File: config.mk
export PLATFORM = sky130hd
export DESIGN_NAME = serial_bank_mapper_with_frame_timer_core_flat
export DESIGN_NICKNAME = d
export VERILOG_FILES = /design/src/rtl/sbm_pkg.sv /design/src/rtl/sbm_stream_if.sv /design/src/rtl/sbm_ctrl.sv /design/src/rtl/sbm_timer.sv /design/src/rtl/serial_bank_mapper_with_frame_timer_core.sv /design/src/flat_wrapper.sv
export SDC_FILE = /design/constraint.sdc
export NUM_CORES = 1
export LEC_CHECK = 0
export ABC_AREA = 1
export BUFFER_PORTS_ARGS = -buffer_cell sky130_fd_sc_hd__buf_2
export CAP_MARGIN = 25
export CORE_UTILIZATION = 53
export DETAILED_ROUTE_END_ITERATION = 6
export PLACE_DENSITY = 0.76
export SKIP_CTS_REPAIR_TIMING = 1
export SLEW_MARGIN = 40
export SYNTH_ARGS = -nofsm -noshare
export SYNTH_HDL_FRONTEND = slang
export SYNTH_HIERARCHICAL = 1
export SYNTH_SLANG_ARGS = --single-unit
File: constraint.sdc
create_clock -name clk -period 3.01 [get_ports clk]
set_input_delay 0.301 -clock clk [delete_from_list [all_inputs] [get_ports clk]]
set_output_delay 0.301 -clock clk [all_outputs]
set_load 0.02 [all_outputs]
File: src/rtl/sbm_pkg.sv
// Shared types and constants for the serial bank mapper with frame timer.
// No dependencies; sbm_ctrl, sbm_timer and the core import this package.
package sbm_pkg;

	// Item kinds carried in the func field
	localparam logic FUNC_WRITE = 1'b0;
	localparam logic FUNC_TICK  = 1'b1;

	// Control register reset values
	localparam logic [4:0] CTRL0_RESET = 5'h0C;
	localparam logic [4:0] CTRL1_RESET = 5'h00;
	localparam logic [4:0] CTRL2_RESET = 5'h00;
	localparam logic [4:0] CTRL3_RESET = 5'h10;

	// Bit 7 reset write forces these bits into control register 0
	localparam logic [4:0] CTRL0_RESET_OR = 5'h0C;

	// Serial port: five bits make one register value
	localparam logic [2:0] SHIFT_BITS = 3'd5;

	// Warm-up writes before banks and timer follow the registers
	localparam logic [1:0] WARMUP_DONE = 2'd2;

	// Fixed banks of the 32-bank window
	localparam logic [4:0] BANK_HI_LOW  = 5'd16;
	localparam logic [4:0] BANK_HI_HIGH = 5'd17;
	localparam logic [4:0] BANK_FIX_C   = 5'd30;
	localparam logic [4:0] BANK_FIX_D   = 5'd31;

	// Frame timer
	localparam logic [31:0] TIMER_STEP    = 32'd29781;
	localparam logic [31:0] IRQ_OR_MASK   = 32'h21FF_FFFF;
	localparam logic [31:0] IRQ_TEST_MASK = 32'h3E00_0000;

	// Control register indexes
	localparam logic [1:0] REG_CTRL = 2'd0;
	localparam logic [1:0] REG_CHR0 = 2'd1;
	localparam logic [1:0] REG_CHR1 = 2'd2;
	localparam logic [1:0] REG_PRG  = 2'd3;

	typedef struct packed {
		logic        func;
		logic [15:0] cpu_addr;
		logic [7:0]  cpu_data;
		logic [8:0]  line_number;
	} sbm_item_t;

	typedef struct packed {
		logic [4:0] prg_bank_a;
		logic [4:0] prg_bank_b;
		logic [4:0] prg_bank_c;
		logic [4:0] prg_bank_d;
		logic [1:0] mirror_mode;
		logic       irq_pulse;
	} sbm_result_t;

	typedef struct packed {
		logic [4:0] a;
		logic [4:0] b;
		logic [4:0] c;
		logic [4:0] d;
	} bank_map_t;

	// Timer control issued by a post-warm-up write
	typedef struct packed {
		logic clear;
		logic arm;
	} timer_cmd_t;

endpackage

File: src/rtl/sbm_stream_if.sv
// Valid/ready channel carrying one item per handshake.
// Payload type is supplied by the instantiating level (see sbm_pkg).
interface sbm_stream_if #(
	parameter type payload_t = logic
);
	logic     valid;
	logic     ready;
	payload_t data;

	modport source (output valid, output data, input ready);
	modport sink (input valid, input data, output ready);
endinterface

File: src/rtl/sbm_ctrl.sv
// Serial write port, control registers, warm-up count and PRG bank map.
// Depends on sbm_pkg. Outputs the post-item bank map, mirroring and timer command.
module sbm_ctrl (
	input  logic               clk,
	input  logic               arst_n,
	input  logic               wr_go,
	input  logic [15:0]        cpu_addr,
	input  logic [7:0]         cpu_data,
	output sbm_pkg::bank_map_t bank_nxt,
	output logic [1:0]         mirror_nxt,
	output sbm_pkg::timer_cmd_t tcmd
);
	import sbm_pkg::*;

	logic [4:0]       shift_q, shift_nxt, shift_ins;
	logic [2:0]       count_q, count_nxt, count_inc;
	logic [3:0][4:0]  ctrl_q, ctrl_nxt;
	logic [1:0]       warm_q, warm_nxt;
	bank_map_t        bank_q, bank_calc;
	logic [1:0]       sel;
	logic             banks_upd;
	logic [4:0]       r0, r1, r3;

	assign sel = cpu_addr[14:13];

	// Serial shift and register commit
	always_comb begin
		shift_nxt = shift_q;
		count_nxt = count_q;
		ctrl_nxt  = ctrl_q;
		shift_ins = shift_q | (5'(cpu_data[0]) << count_q);
		count_inc = count_q + 3'd1;
		if (wr_go) begin
			if (cpu_data[7]) begin
				shift_nxt = '0;
				count_nxt = '0;
				if (sel == REG_CTRL) begin
					ctrl_nxt[REG_CTRL] = ctrl_q[REG_CTRL] | CTRL0_RESET_OR;
				end
			end else if (count_inc == SHIFT_BITS) begin
				ctrl_nxt[sel] = shift_ins;
				shift_nxt     = '0;
				count_nxt     = '0;
			end else begin
				shift_nxt = shift_ins;
				count_nxt = count_inc;
			end
		end
	end

	// Warm-up: first two writes leave banks and timer alone
	always_comb begin
		warm_nxt  = warm_q;
		banks_upd = 1'b0;
		if (wr_go) begin
			if (warm_q != WARMUP_DONE) begin
				warm_nxt = warm_q + 2'd1;
			end else begin
				banks_upd = 1'b1;
			end
		end
	end

	// Bank decode from the freshly updated registers
	assign r0 = ctrl_nxt[REG_CTRL];
	assign r1 = ctrl_nxt[REG_CHR0];
	assign r3 = ctrl_nxt[REG_PRG];

	always_comb begin
		if (r1[3]) begin
			if (r0[3]) begin
				if (r0[2]) begin
					bank_calc = '{a: {1'b1, r3[2:0], 1'b0}, b: {1'b1, r3[2:0], 1'b1},
						c: BANK_FIX_C, d: BANK_FIX_D};
				end else begin
					bank_calc = '{a: BANK_HI_LOW, b: BANK_HI_HIGH,
						c: {1'b1, r3[2:0], 1'b0}, d: {1'b1, r3[2:0], 1'b1}};
				end
			end else begin
				bank_calc = '{a: {1'b1, r3[2:1], 2'd0}, b: {1'b1, r3[2:1], 2'd1},
					c: {1'b1, r3[2:1], 2'd2}, d: {1'b1, r3[2:1], 2'd3}};
			end
		end else begin
			bank_calc = '{a: {1'b0, r1[2:1], 2'd0}, b: {1'b0, r1[2:1], 2'd1},
				c: {1'b0, r1[2:1], 2'd2}, d: {1'b0, r1[2:1], 2'd3}};
		end
	end

	assign bank_nxt   = banks_upd ? bank_calc : bank_q;
	// Mirroring tracks register 0 bits 1:0 after every write
	assign mirror_nxt = ctrl_nxt[REG_CTRL][1:0];

	assign tcmd.clear = banks_upd & r1[4];
	assign tcmd.arm   = banks_upd & ~r1[4];

	always_ff @(posedge clk or negedge arst_n) begin
		if (!arst_n) begin
			shift_q          <= '0;
			count_q          <= '0;
			ctrl_q[REG_CTRL] <= CTRL0_RESET;
			ctrl_q[REG_CHR0] <= CTRL1_RESET;
			ctrl_q[REG_CHR1] <= CTRL2_RESET;
			ctrl_q[REG_PRG]  <= CTRL3_RESET;
			warm_q           <= '0;
			bank_q           <= '{a: 5'd0, b: 5'd1, c: 5'd2, d: 5'd3};
		end else begin
			shift_q <= shift_nxt;
			count_q <= count_nxt;
			ctrl_q  <= ctrl_nxt;
			warm_q  <= warm_nxt;
			bank_q  <= bank_nxt;
		end
	end

endmodule

File: src/rtl/sbm_timer.sv
// Frame timer: 32-bit counter stepped on scanline 0, with IRQ detect.
// Depends on sbm_pkg for the step and mask constants.
module sbm_timer (
	input  logic                clk,
	input  logic                arst_n,
	input  logic                tick_go,
	input  sbm_pkg::timer_cmd_t tcmd,
	output logic                irq_nxt
);
	import sbm_pkg::*;

	logic [31:0] count_q, count_sum, count_view;
	logic        en_q;

	assign count_sum  = count_q + TIMER_STEP;
	assign count_view = en_q ? count_sum : count_q;
	// Bits 28:25 all set (bit 29 is forced by the OR mask)
	assign irq_nxt    = tick_go && (((count_view | IRQ_OR_MASK) & IRQ_TEST_MASK)
		== IRQ_TEST_MASK);

	always_ff @(posedge clk or negedge arst_n) begin
		if (!arst_n) begin
			count_q <= '0;
			en_q    <= 1'b0;
		end else begin
			if (tcmd.clear) begin
				count_q <= '0;
				en_q    <= 1'b0;
			end else if (tcmd.arm) begin
				en_q <= 1'b1;
			end else if (tick_go && en_q) begin
				count_q <= count_sum;
			end
		end
	end

endmodule

File: src/rtl/serial_bank_mapper_with_frame_timer_core.sv
// An accepted item waits in the input register and moves into the result
// register once that register is free or its result is being taken.
// Throughput: one item per cycle; input register and result register each
// pass an item every cycle in which the result is free or taken.
// Reset (arst_n low, asynchronous): pipeline empty, control registers
// 0x0C/0/0/0x10, banks 0..3, timer cleared and disabled, warm-up restarted.
module serial_bank_mapper_with_frame_timer_core (
	input  logic clk,
	input  logic arst_n,
	sbm_stream_if.sink   cmd,
	sbm_stream_if.source rsp
);
	import sbm_pkg::*;

	sbm_item_t   item_s1;
	logic        valid_s1;
	logic        advance;
	logic        wr_go, tick_go;
	bank_map_t   bank_nxt;
	logic [1:0]  mirror_nxt;
	logic        irq_nxt;
	timer_cmd_t  tcmd;
	sbm_result_t rsp_data_q;
	logic        rsp_valid_q;

	// Handshake: stage 1 moves into the result register when that register is free or its result is taken
	assign advance   = valid_s1 && (!rsp_valid_q || rsp.ready);
	assign cmd.ready = !valid_s1 || advance;
	assign wr_go     = advance && (item_s1.func == FUNC_WRITE);
	assign tick_go   = advance && (item_s1.func == FUNC_TICK) && (item_s1.line_number == '0);

	// Input register
	always_ff @(posedge clk or negedge arst_n) begin
		if (!arst_n) begin
			valid_s1 <= 1'b0;
		end else if (cmd.ready) begin
			valid_s1 <= cmd.valid;
		end
	end

	always_ff @(posedge clk) begin
		if (cmd.valid && cmd.ready) begin
			item_s1 <= cmd.data;
		end
	end

	sbm_ctrl u_ctrl (
		.clk        (clk),
		.arst_n     (arst_n),
		.wr_go      (wr_go),
		.cpu_addr   (item_s1.cpu_addr),
		.cpu_data   (item_s1.cpu_data),
		.bank_nxt   (bank_nxt),
		.mirror_nxt (mirror_nxt),
		.tcmd       (tcmd)
	);

	sbm_timer u_timer (
		.clk     (clk),
		.arst_n  (arst_n),
		.tick_go (tick_go),
		.tcmd    (tcmd),
		.irq_nxt (irq_nxt)
	);

	// Result register
	always_ff @(posedge clk or negedge arst_n) begin
		if (!arst_n) begin
			rsp_valid_q <= 1'b0;
		end else if (advance) begin
			rsp_valid_q <= 1'b1;
		end else if (rsp.ready) begin
			rsp_valid_q <= 1'b0;
		end
	end

	always_ff @(posedge clk) begin
		if (advance) begin
			rsp_data_q.prg_bank_a  <= bank_nxt.a;
			rsp_data_q.prg_bank_b  <= bank_nxt.b;
			rsp_data_q.prg_bank_c  <= bank_nxt.c;
			rsp_data_q.prg_bank_d  <= bank_nxt.d;
			rsp_data_q.mirror_mode <= mirror_nxt;
			rsp_data_q.irq_pulse   <= irq_nxt;
		end
	end

	assign rsp.valid = rsp_valid_q;
	assign rsp.data  = rsp_data_q;

`ifndef ASSERT_OFF
	// A held stage-1 item is never dropped
	a_s1_hold: assert property (@(posedge clk) disable iff (!arst_n)
		(valid_s1 && !advance) |=> valid_s1)
		else $error("stage-1 item lost while stalled");

	// Input side never blocks while the result side can move
	a_no_bubble: assert property (@(posedge clk) disable iff (!arst_n)
		(!rsp_valid_q || rsp.ready) |-> cmd.ready)
		else $error("input stalled with free result register");

	// Every item moved forward shows up as a result
	a_adv_result: assert property (@(posedge clk) disable iff (!arst_n)
		advance |=> rsp_valid_q)
		else $error("advanced item produced no result");

	// Timer command and tick never come from the same item
	a_one_kind: assert property (@(posedge clk) disable iff (!arst_n)
		!((tcmd.clear || tcmd.arm) && tick_go))
		else $error("timer command and tick together");
`endif

endmodule

File: src/flat_wrapper.sv
// flat-port wrapper written by rule: the top's interface ports become plain ports
module serial_bank_mapper_with_frame_timer_core_flat import sbm_pkg::*;
  (clk, arst_n, cmd_valid, cmd_data, cmd_ready, rsp_valid, rsp_data, rsp_ready);
  sbm_stream_if #(.payload_t(sbm_item_t)) cmd_i ();
  sbm_stream_if #(.payload_t(sbm_result_t)) rsp_i ();
  input  logic clk;
  input  logic arst_n;
  input wire logic [$bits(cmd_i.valid)-1:0] cmd_valid;
  input wire logic [$bits(cmd_i.data)-1:0] cmd_data;
  output wire logic [$bits(cmd_i.ready)-1:0] cmd_ready;
  output wire logic [$bits(rsp_i.valid)-1:0] rsp_valid;
  output wire logic [$bits(rsp_i.data)-1:0] rsp_data;
  input wire logic [$bits(rsp_i.ready)-1:0] rsp_ready;
  assign cmd_i.valid = cmd_valid;
  assign cmd_i.data = cmd_data;
  assign cmd_ready = cmd_i.ready;
  assign rsp_valid = rsp_i.valid;
  assign rsp_data = rsp_i.data;
  assign rsp_i.ready = rsp_ready;
  serial_bank_mapper_with_frame_timer_core u_core (.clk(clk), .arst_n(arst_n), .cmd(cmd_i), .rsp(rsp_i));
endmodule
### Word level (Yosys, flattened, before mapping)

Index checks and enable logic that the tools add are counted.

* output and inout port bits: 25
* flip-flop bits (word level): 141
* memories: 0
* bits in writable memories: 0
* memory bits (read-only): 0
* bits in latches: 0
* word-level logic and storage cells: 90

* eq/ne operators: 4
* bitwise gates (word level): 6
* $add $sub $neg: 3
* $mul: 0
* reductions and logical operators: 20
* $lt $le $gt $ge: 2
* div/mod/pow operators: 0
* multiplexer cells: 26
* shifts and indexed selects: 1

Operators by type and width (number)
* two-way mux 32 bit: 3
* two-way mux 20 bit: 3
* two-way mux 18 bit: 2
* adder 32 x 15 -> 32 bit (second input constant): 1
* two-way mux 29 bit: 1
* bitwise mux 20 bit: 1
* two-way mux 5 bit: 4
* two-way mux 19 bit: 1
* two-way mux 13 bit: 1
* demux 5 bit (select 2 bit): 1
* zero test 9 bit: 1
* logical AND 1 bit: 8
* two-way mux 1 bit: 6
* two-way mux 3 bit: 2
* nonzero test 2 bit: 3
* bitwise OR 5 bit: 1
* << shifter 1 x 3 -> 5 bit: 1
* == test 4 bit (second input constant): 1
* two-way mux 4 bit: 1
* AND reduction 2 bit: 2
* adder 3 x 1 -> 3 bit (second input constant): 1
* == test 3 bit (second input constant): 1
* < comparator 2 x 3 -> 1 bit (second input constant): 1
* inverter 1 bit: 3
* other kinds (9): 12

### Depth between registers and ports, before layout

Gate-level depths: netlist (run 1).

* depth after elaboration: 12
* depth in mapped cells: 19
* depth with buffers taken out: 18

### By module

The synthesis (run 1) kept the hierarchy.

By module, submodules not included
* sbm_timer: cells each 286, area an instance 2010.7 µm², times used 1
* sbm_ctrl: cells each 229, area an instance 1936.9 µm², times used 1
* serial_bank_mapper_with_frame_timer_core: cells each 84, area an instance 1863.0 µm², times used 1

### Worst setup path after synthesis (run 1)

No wires, ideal clock.

* path type: register to register
* start point: register u_core.rsp_valid_q, in the netlist u_core/rsp.valid
* end point: register u_core.u_timer.count_q[9]
* setup slack: -149 ps
* arrival: 3033 ps
* required time: 2883 ps
* cell stages (with the launch flop): 16
* path through: dfrtp_1 > a21oi_2 > inv_1 > nor2_1 > buf_4 > nand2_2 > clkbuf_1 > nor2_1 > inv_1 > nand3_2 > inv_2 > nor2_4 > inv_2 > buf_6 > a21oi_1 > nor3_1

RTL lines
* start, declared: RTL line serial_bank_mapper_with_frame_timer_core.sv:24 `logic rsp_valid_q;`
* start signal, assigned: RTL line serial_bank_mapper_with_frame_timer_core.sv:69 `rsp_valid_q <= 1'b0;`
* start signal, assigned: RTL line serial_bank_mapper_with_frame_timer_core.sv:71 `rsp_valid_q <= 1'b1;`
* start signal, assigned: RTL line serial_bank_mapper_with_frame_timer_core.sv:73 `rsp_valid_q <= 1'b0;`
* end signal, assigned: RTL line sbm_timer.sv:32 `count_q <= count_sum;`
* end, declared: RTL line sbm_timer.sv:12 `logic [31:0] count_q, count_sum, count_view;`

==> results of run 1 <==
-- worst reg2reg max path, cell delays in order, from the launching register on --
cell     delay [ps]
dfrtp_1         450
ha_1            250
nand2_1         140
nand3_4         130
inv_2            70
nand2_2         100
nand2_1          80
o21ai_1          90
nor2_1          160
inv_1            70
nand3_2         100
inv_2            70
nor2_4          260
inv_2           230
o21ai_0         150
o21ai_0         100
a21oi_1         140
-- state kept, by name, indices dropped and copies added, names as in the netlist --
register and cells:
u_core/valid_s1 1, u_core/rsp.data 23, u_core/rsp.valid 1, u_core/u_ctrl/count_q 3, u_core/item_s1 14, u_core/u_ctrl/ctrl_q 11, u_core/u_ctrl/bank_q 20, u_core/u_timer/en_q 1
u_core/u_ctrl/shift_q 5, u_core/u_ctrl/warm_q 2, u_core/u_timer/count_q 29
-- routing by layer --
layer | GRT usage [%] | vias up | wire [µm]
met5 | 0 | - | 0
met4 | 7.804 | 0 | 119
met3 | 2.692 | 11 | 383
met2 | 33.80 | 98 | 4636
met1 | 29.17 | 1871 | 4643
li1 | - | 1979 | -
-- worst max path at each step --
stage               cells after the start                     start                    endpoint  slack, ps
CTS                                    16  u_core/u_ctrl/count_q[0]   u_core/u_timer/count_q[5]        330
global placement                       17          u_core/rsp.valid   u_core/u_timer/count_q[5]        470
detailed placement                     19                 rsp_ready   u_core/u_timer/count_q[5]        390
finish                                 16  u_core/u_ctrl/count_q[0]   u_core/u_timer/count_q[5]        360
floorplan                              15          u_core/rsp.valid   u_core/u_timer/count_q[9]         90
global route                           17  u_core/u_ctrl/count_q[0]  u_core/u_timer/count_q[14]         60
-- stage by stage --
stage / setup slack [ps] / std cells / cell area (µm²) / utilization (%) / hold WS, ps
5_1_grt: 63.43 / 764 / 5804 / 61.94 / 56.88
3_5_place_dp: 385.7 / 748 / 5584 / 59.59 / 461.5
4_1_cts: 334.3 / 764 / 5804 / 61.94 / 34.29
3_3_place_gp: 467.9 / 748 / 5580 / 59.55 / 459.6
6_report: 364.6 / 764 / 5804 / 61.94 / -13.63
2_1_floorplan: 89.28 / 579 / 5218 / - / 5.409
-- cells in the final DEF, fill, tap and decap left out, drive strengths merged, types with 6 or more instances in the layout --
cell type,count
nor2,68
nand3,43
edfxtp,37
a21oi,24
clkbuf,9
o21ai,28
nand2,184
buf,47
nand4,13
o22ai,7
dfstp,6
dfrtp,67
inv,73
nor3,6
-- power by group through the flow --
stage / clock (mW) / combinational (mW) / sequential [mW]
CTS: 0.963 / 0.384 / 1.70
global placement: 0 / 0.373 / 1.73
floorplan: 0 / 0.229 / 1.77
global route: 1.02 / 0.436 / 1.71
detailed placement: 0 / 0.383 / 1.73
finish: 0.932 / 0.382 / 1.70
-- final cells by class --
class	count	area share, %
clock inverters	7	1.660
clock buffers	9	2.134
flip-flops and latches	110	50.74
well taps	129	2.781
inverters	70	4.527
multi-input cells	392	33.82
repair buffers	47	4.333
==> summary.txt, run 1 <==
Outcome
  – Status: finished with violations
  – Violated checks: hold timing

STA
  – Setup_tns: 0 ps
  – Fin Hold WS: -13.63 ps
  – Hold Fails Final Rpt: 8
  – Skew final: 18.76 ps
  – RSZ-0062 raised after global routing: no
  – Fin. max-slew vios: 0
  – Final min period: 2645 ps
  – # setup viols final: 0
  – Worst-Margin Slew: 663.2 ps
  – Fmax: 378.0 MHz
  – Rel. slew slack: 55.79%
  – Final worst path period share: 87.89%

Placed design
  – I/O Buffers: 42
  – Placer congestion estimate: 0.9161
  – Detailed Place HPWL: 7077 µm

Critical path
  – FF-to-FF path depth: 16
  – Worst path arrival time: 2940 ps
  – RR Endpoint: u_core/u_timer/count_q[5]
  – WP buf/inv: 4
  – Most common cell on crit path: inv_2
  – Crit-path max FO: 18
  – Critical path launch point type: flop
  – Req. time, crit path: 3310 ps
  – Crit path largest cell delay: 450 ps
  – Reg2reg start: u_core/u_ctrl/count_q[0]
  – Crit path max-delay family: simple AND/OR/NAND/NOR gates
  – Slowest CP cell: dfrtp_1
  – R2R setup slack: 360 ps
  – Worst-path cell chain: ha_1, nand2_1, nand3_4, inv_2, nand2_2, nand2_1, o21ai_1, nor2_1, inv_1, nand3_2, inv_2, nor2_4, inv_2, o21ai_0, o21ai_0, a21oi_1
  – Worst setup path class: flop to flop
  – Worst Setup End Kind: flop

Logic synthesis
  – Synth Cell Area: 0.005210 mm²
  – Synth Area per Inst: 8.998 µm²
  – Synthesized netlist cell count: 579
  – Synth Net Count: 621
  – Syn. warnings: 6

Final layout
  – FF+latch area: 0.002945 mm²
  – Diode count: 0
  – Multi-input logic area: 0.001963 mm²
  – Nets: 672
  – Filler Cell Count: 829
  – Area Growth Syn to Fin: 11.41%
  – Share of post-route cells with drive strength above 1: 20.47%

Floorplan
  – Rows: 35
  – Core Box Area: 0.009371 mm²
  – Initial core utilization: 55.59%
  – Die Ht: 101.1 µm
  – IO Pins: 63
  – Die ar.: 0.01023 mm²
  – Die W: 101.1 µm

Clock network
  – Clock root cell: clkbuf_8
  – Num CTS Buffers: 9
  – Deepest clock path buffer count: 2
  – CTS tree: built
  – Skew-Pair Late Insertion Delay: 380 ps
  – Clock-pin slew on the worst setup and hold paths: 120 ps
  – H-tree depth: 3
  – CTS Sinks: 110

Min path
  – Worst hold-check path type: primary input to async pin

Routing
  – WL final: 9783 µm
  – Detail Route Antenna Nets: 0
  – Initial DRC Count: 232
  – Drt wl/cell: 12.80 µm
  – Drt drc: 0
  – Vias per cell: 5.182
  – Vias: 3959
  – Total iterations of the first detailed-routing run: 5

Power and ir drop
  – Clock power frac: 30.9%
  – VDD IR max: 0.2685 mV
  – Seq pwr share: 56.4%
  – Gate power share: 12.7%
  – Sw frac: 29.63%
  – Pint: 2.123 mW
  – Leak pwr: 2.761 nW
  – Pwr Density: 519.7 mW/mm²
  – Power, Total: 3.017 mW
  – Psw: 893.8 µW

GRT
  – Largest net degree at the start of global routing: 74
  – GRT overflow: 0
  – Global-route wire length before repair: 16790 µm
  – Overall routing resource usage: 20.91%
  – Initial antenna violation count: 0
  – Vias in the first global route: 3771

Flow run
  – Number of max-cap violations: 0
Note: power is estimated with default switching activity, not from simulation.
==> inputs of run 2 (changes only) <==
- BUFFER_PORTS_ARGS: -buffer_cell sky130_fd_sc_hd__buf_2 -> default
- CORE_UTILIZATION: 53 -> 56
- DONT_BUFFER_PORTS: default -> 1
- PLACE_DENSITY: 0.76 -> 0.74
==> run 2 against run 1 <==
- the run ends with DRC left
- sequential cell count unchanged
- critical endpoint is now u_core/u_timer/count_q[24]
- design area down 1.4%
- clock skew down 11 ps
- worst setup slack worse by 42 ps
- highest routed layer unchanged
- largest power group unchanged
==> summary.txt, run 2 (same netlist as run 1, synthesis figures left out) <==
Final layout
  – Most common cell after layout, fill and taps aside: nand2_1 (unchanged)
  – Max FFs per register: 29 (unchanged)
  – Share of post-route cells with drive strength above 1: 15.08% (was 20.47%)
  – Final Util: 64.68% (was 61.94%)
  – Area Growth Syn to Fin: 9.846% (was 11.41%)
  – Nets: 647 (was 672)
  – Filler Cell Count: 725 (was 829)
  – Final instance area: 0.005723 mm² (was 0.005804 mm²)
  – Largest Register: u_core/u_timer/count_q (unchanged)
  – Diode count: 0 (unchanged)
  – Commonest non-fill, non-tap cells in the layout: 167 x nand2_1, 66 x dfrtp_1, 57 x inv_1, 53 x nor2_1, 37 x edfxtp_1 (was 167 x nand2_1, 67 x dfrtp_1, 57 x inv_1, 53 x nor2_1, 42 x buf_2)

Power and ir drop
  – VDD IR max: 0.4441 mV (was 0.2685 mV)
  – Power, Total: 2.928 mW (was 3.017 mW)
  – Pwr Density: 511.6 mW/mm² (was 519.7 mW/mm²)
  – Leak pwr: 2.661 nW (was 2.761 nW)

GRT
  – Initial antenna violation count: 0 (unchanged)
  – GR Util met2: 34.02% (was 33.80%)
  – GRT overflow: 0 (unchanged)
  – Vias in the first global route: 3554 (was 3771)
  – Met1 Use GR: 29.49% (was 29.17%)
  – Overall routing resource usage: 21.51% (was 20.91%)
  – Global-route wire length before repair: 16390 µm (was 16790 µm)
  – Largest net degree at the start of global routing: 74 (unchanged)
  – Most Crowded Layer GR: met2 (unchanged)
  – GR Util met3: 5.319% (was 2.692%)

Routing
  – WL final: 9839 µm (was 9783 µm)
  – Drt drc: 5 (was 0)
  – Vias: 3813 (was 3959)
  – Detail Route Antenna Nets: 0 (unchanged)
  – Total iterations of the first detailed-routing run: 7 (was 5)
  – Initial DRC Count: 243 (was 232)
  – Drt wl/cell: 13.70 µm (was 12.80 µm)
  – Vias per cell: 5.311 (was 5.182)

Critical path
  – Worst Setup End Kind: flop (unchanged)
  – Req. time, crit path: 3330 ps (was 3310 ps)
  – Critical path launch point type: flop (unchanged)
  – Worst setup path class: flop to flop (unchanged)
  – Crit-path max FO: 7 (was 18)
  – Worst path arrival time: 3000 ps (was 2940 ps)

STA
  – Fin. max-slew vios: 0 (unchanged)
  – Rel. slew slack: 65.45% (was 55.79%)
  – Final min period: 2687 ps (was 2645 ps)
  – # setup viols final: 0 (unchanged)
  – Final worst path period share: 89.27% (was 87.89%)
  – Setup_tns: 0 ps (unchanged)
  – RSZ-0062 raised after global routing: no (unchanged)
  – Skew final: 8.182 ps (was 18.76 ps)
  – Hold Fails Final Rpt: 0 (was 8)
  – Setup WS post-layout: 323.0 ps (was 364.6 ps)
  – Worst-Margin Slew: 517.6 ps (was 663.2 ps)
  – Fmax: 372.2 MHz (was 378.0 MHz)

Floorplan
  – Die W: 98.46 µm (was 101.1 µm)
  – IO Pins: 63 (unchanged)
  – Rows: 34 (was 35)
  – Core Box Area: 0.008848 mm² (was 0.009371 mm²)
  – Die ar.: 0.009693 mm² (was 0.01023 mm²)
  – Die Ht: 98.46 µm (was 101.1 µm)
  – Initial core utilization: 58.88% (was 55.59%)

Clock network
  – Clock root cell: clkbuf_8 (unchanged)
  – CTS Sinks: 110 (unchanged)
  – Deepest clock path buffer count: 2 (unchanged)
  – Clock-pin slew on the worst setup and hold paths: 100 ps (was 120 ps)
  – CTS tree: built (unchanged)
  – Skew-Pair Late Insertion Delay: 370 ps (was 380 ps)
  – H-tree depth: 3 (unchanged)
  – Num CTS Buffers: 9 (unchanged)

Min path
  – Worst hold-check path type: primary input to flop (was primary input to async pin)

Outcome
  – Status: finished with violations (unchanged)
  – Violated checks: DRC (was hold timing)

Flow run
  – Number of max-cap violations: 0 (unchanged)

Placed design
  – Dpl ws: 306.8 ps (was 385.7 ps)
  – I/O Buffers: 0 (was 42)
  – Detailed Place HPWL: 6737 µm (was 7077 µm)
  – Placer congestion estimate: 0.8944 (was 0.9161)
  – Post-DP Area: 0.005336 mm² (was 0.005584 mm²)
[run 2: path summary, 6_finish.rpt]
path	startpoint	endpoint	slack (ps)	cells after the start
hold reg to reg	u_core/u_ctrl/bank_q[12]	u_core/u_ctrl/bank_q[12]	480	2
hold / removal	cmd_valid	u_core/valid_s1	90	2
setup / recovery	u_core/rsp.valid	u_core/u_timer/count_q[24]	320	17
min in group asynchronous	arst_n	u_core/u_ctrl/bank_q[13]	470	2
max in group asynchronous	arst_n	u_core/u_ctrl/ctrl_q[2]	2220	2
setup reg to reg	u_core/rsp.valid	u_core/u_timer/count_q[24]	320	17
[run 2: power breakdown]
group,total (mW),switching [mW],internal [mW],leakage [nW]
logic,0.328,0.227,0.101,1.31
registers,1.75,0.0868,1.66,1.25
clock network,0.850,0.530,0.321,0.0980
total,2.93,0.844,2.08,2.66
[run 2: per-layer routing]
layer | vias up | share of wire (%) | wire (µm)
met4 | 0 | 0.83 | 82
met5 | - | 0 | 0
met2 | 100 | 47 | 4625
li1 | 1940 | - | -
met3 | 8 | 4.7 | 467
met1 | 1765 | 47 | 4663
[run 2: layout make-up]
type                            count  area (µm²)  share of cell area (%)
Multi-Input combinational cell    392        1967                   34.37
Clock inverter                      7       62.56                   1.093
Timing Repair Buffer               22       222.7                   3.892
Tap cell                          108       135.1                   2.361
Sequential cell                   110        2947                   51.49
Clock buffer                        9       123.9                   2.164
Inverter                           70       265.3                   4.635
[run 2: per-stage QoR]
step | hold WS (ps) | cells
final | 91.41 | 718
after floorplan | 5.409 | 579
after global placement | 8.208 | 684
after detailed placement | 7.907 | 684
after global routing | 80.50 | 718
after CTS | -406.9 | 700
[run 2: critical path: stages (launching register included)]
cell and delay, ps:
dfrtp_2 500, a21oi_4 170, inv_1 50, nor2_1 130
nand3_1 90, nor2_1 120, nand2_2 130, o21ai_2 190
nor2_1 70, inv_1 60, nand3_2 100, inv_2 120
nor2_4 60, buf_4 170, nor2_1 190, nand4_1 190
a21oi_1 160, o21a_1 130
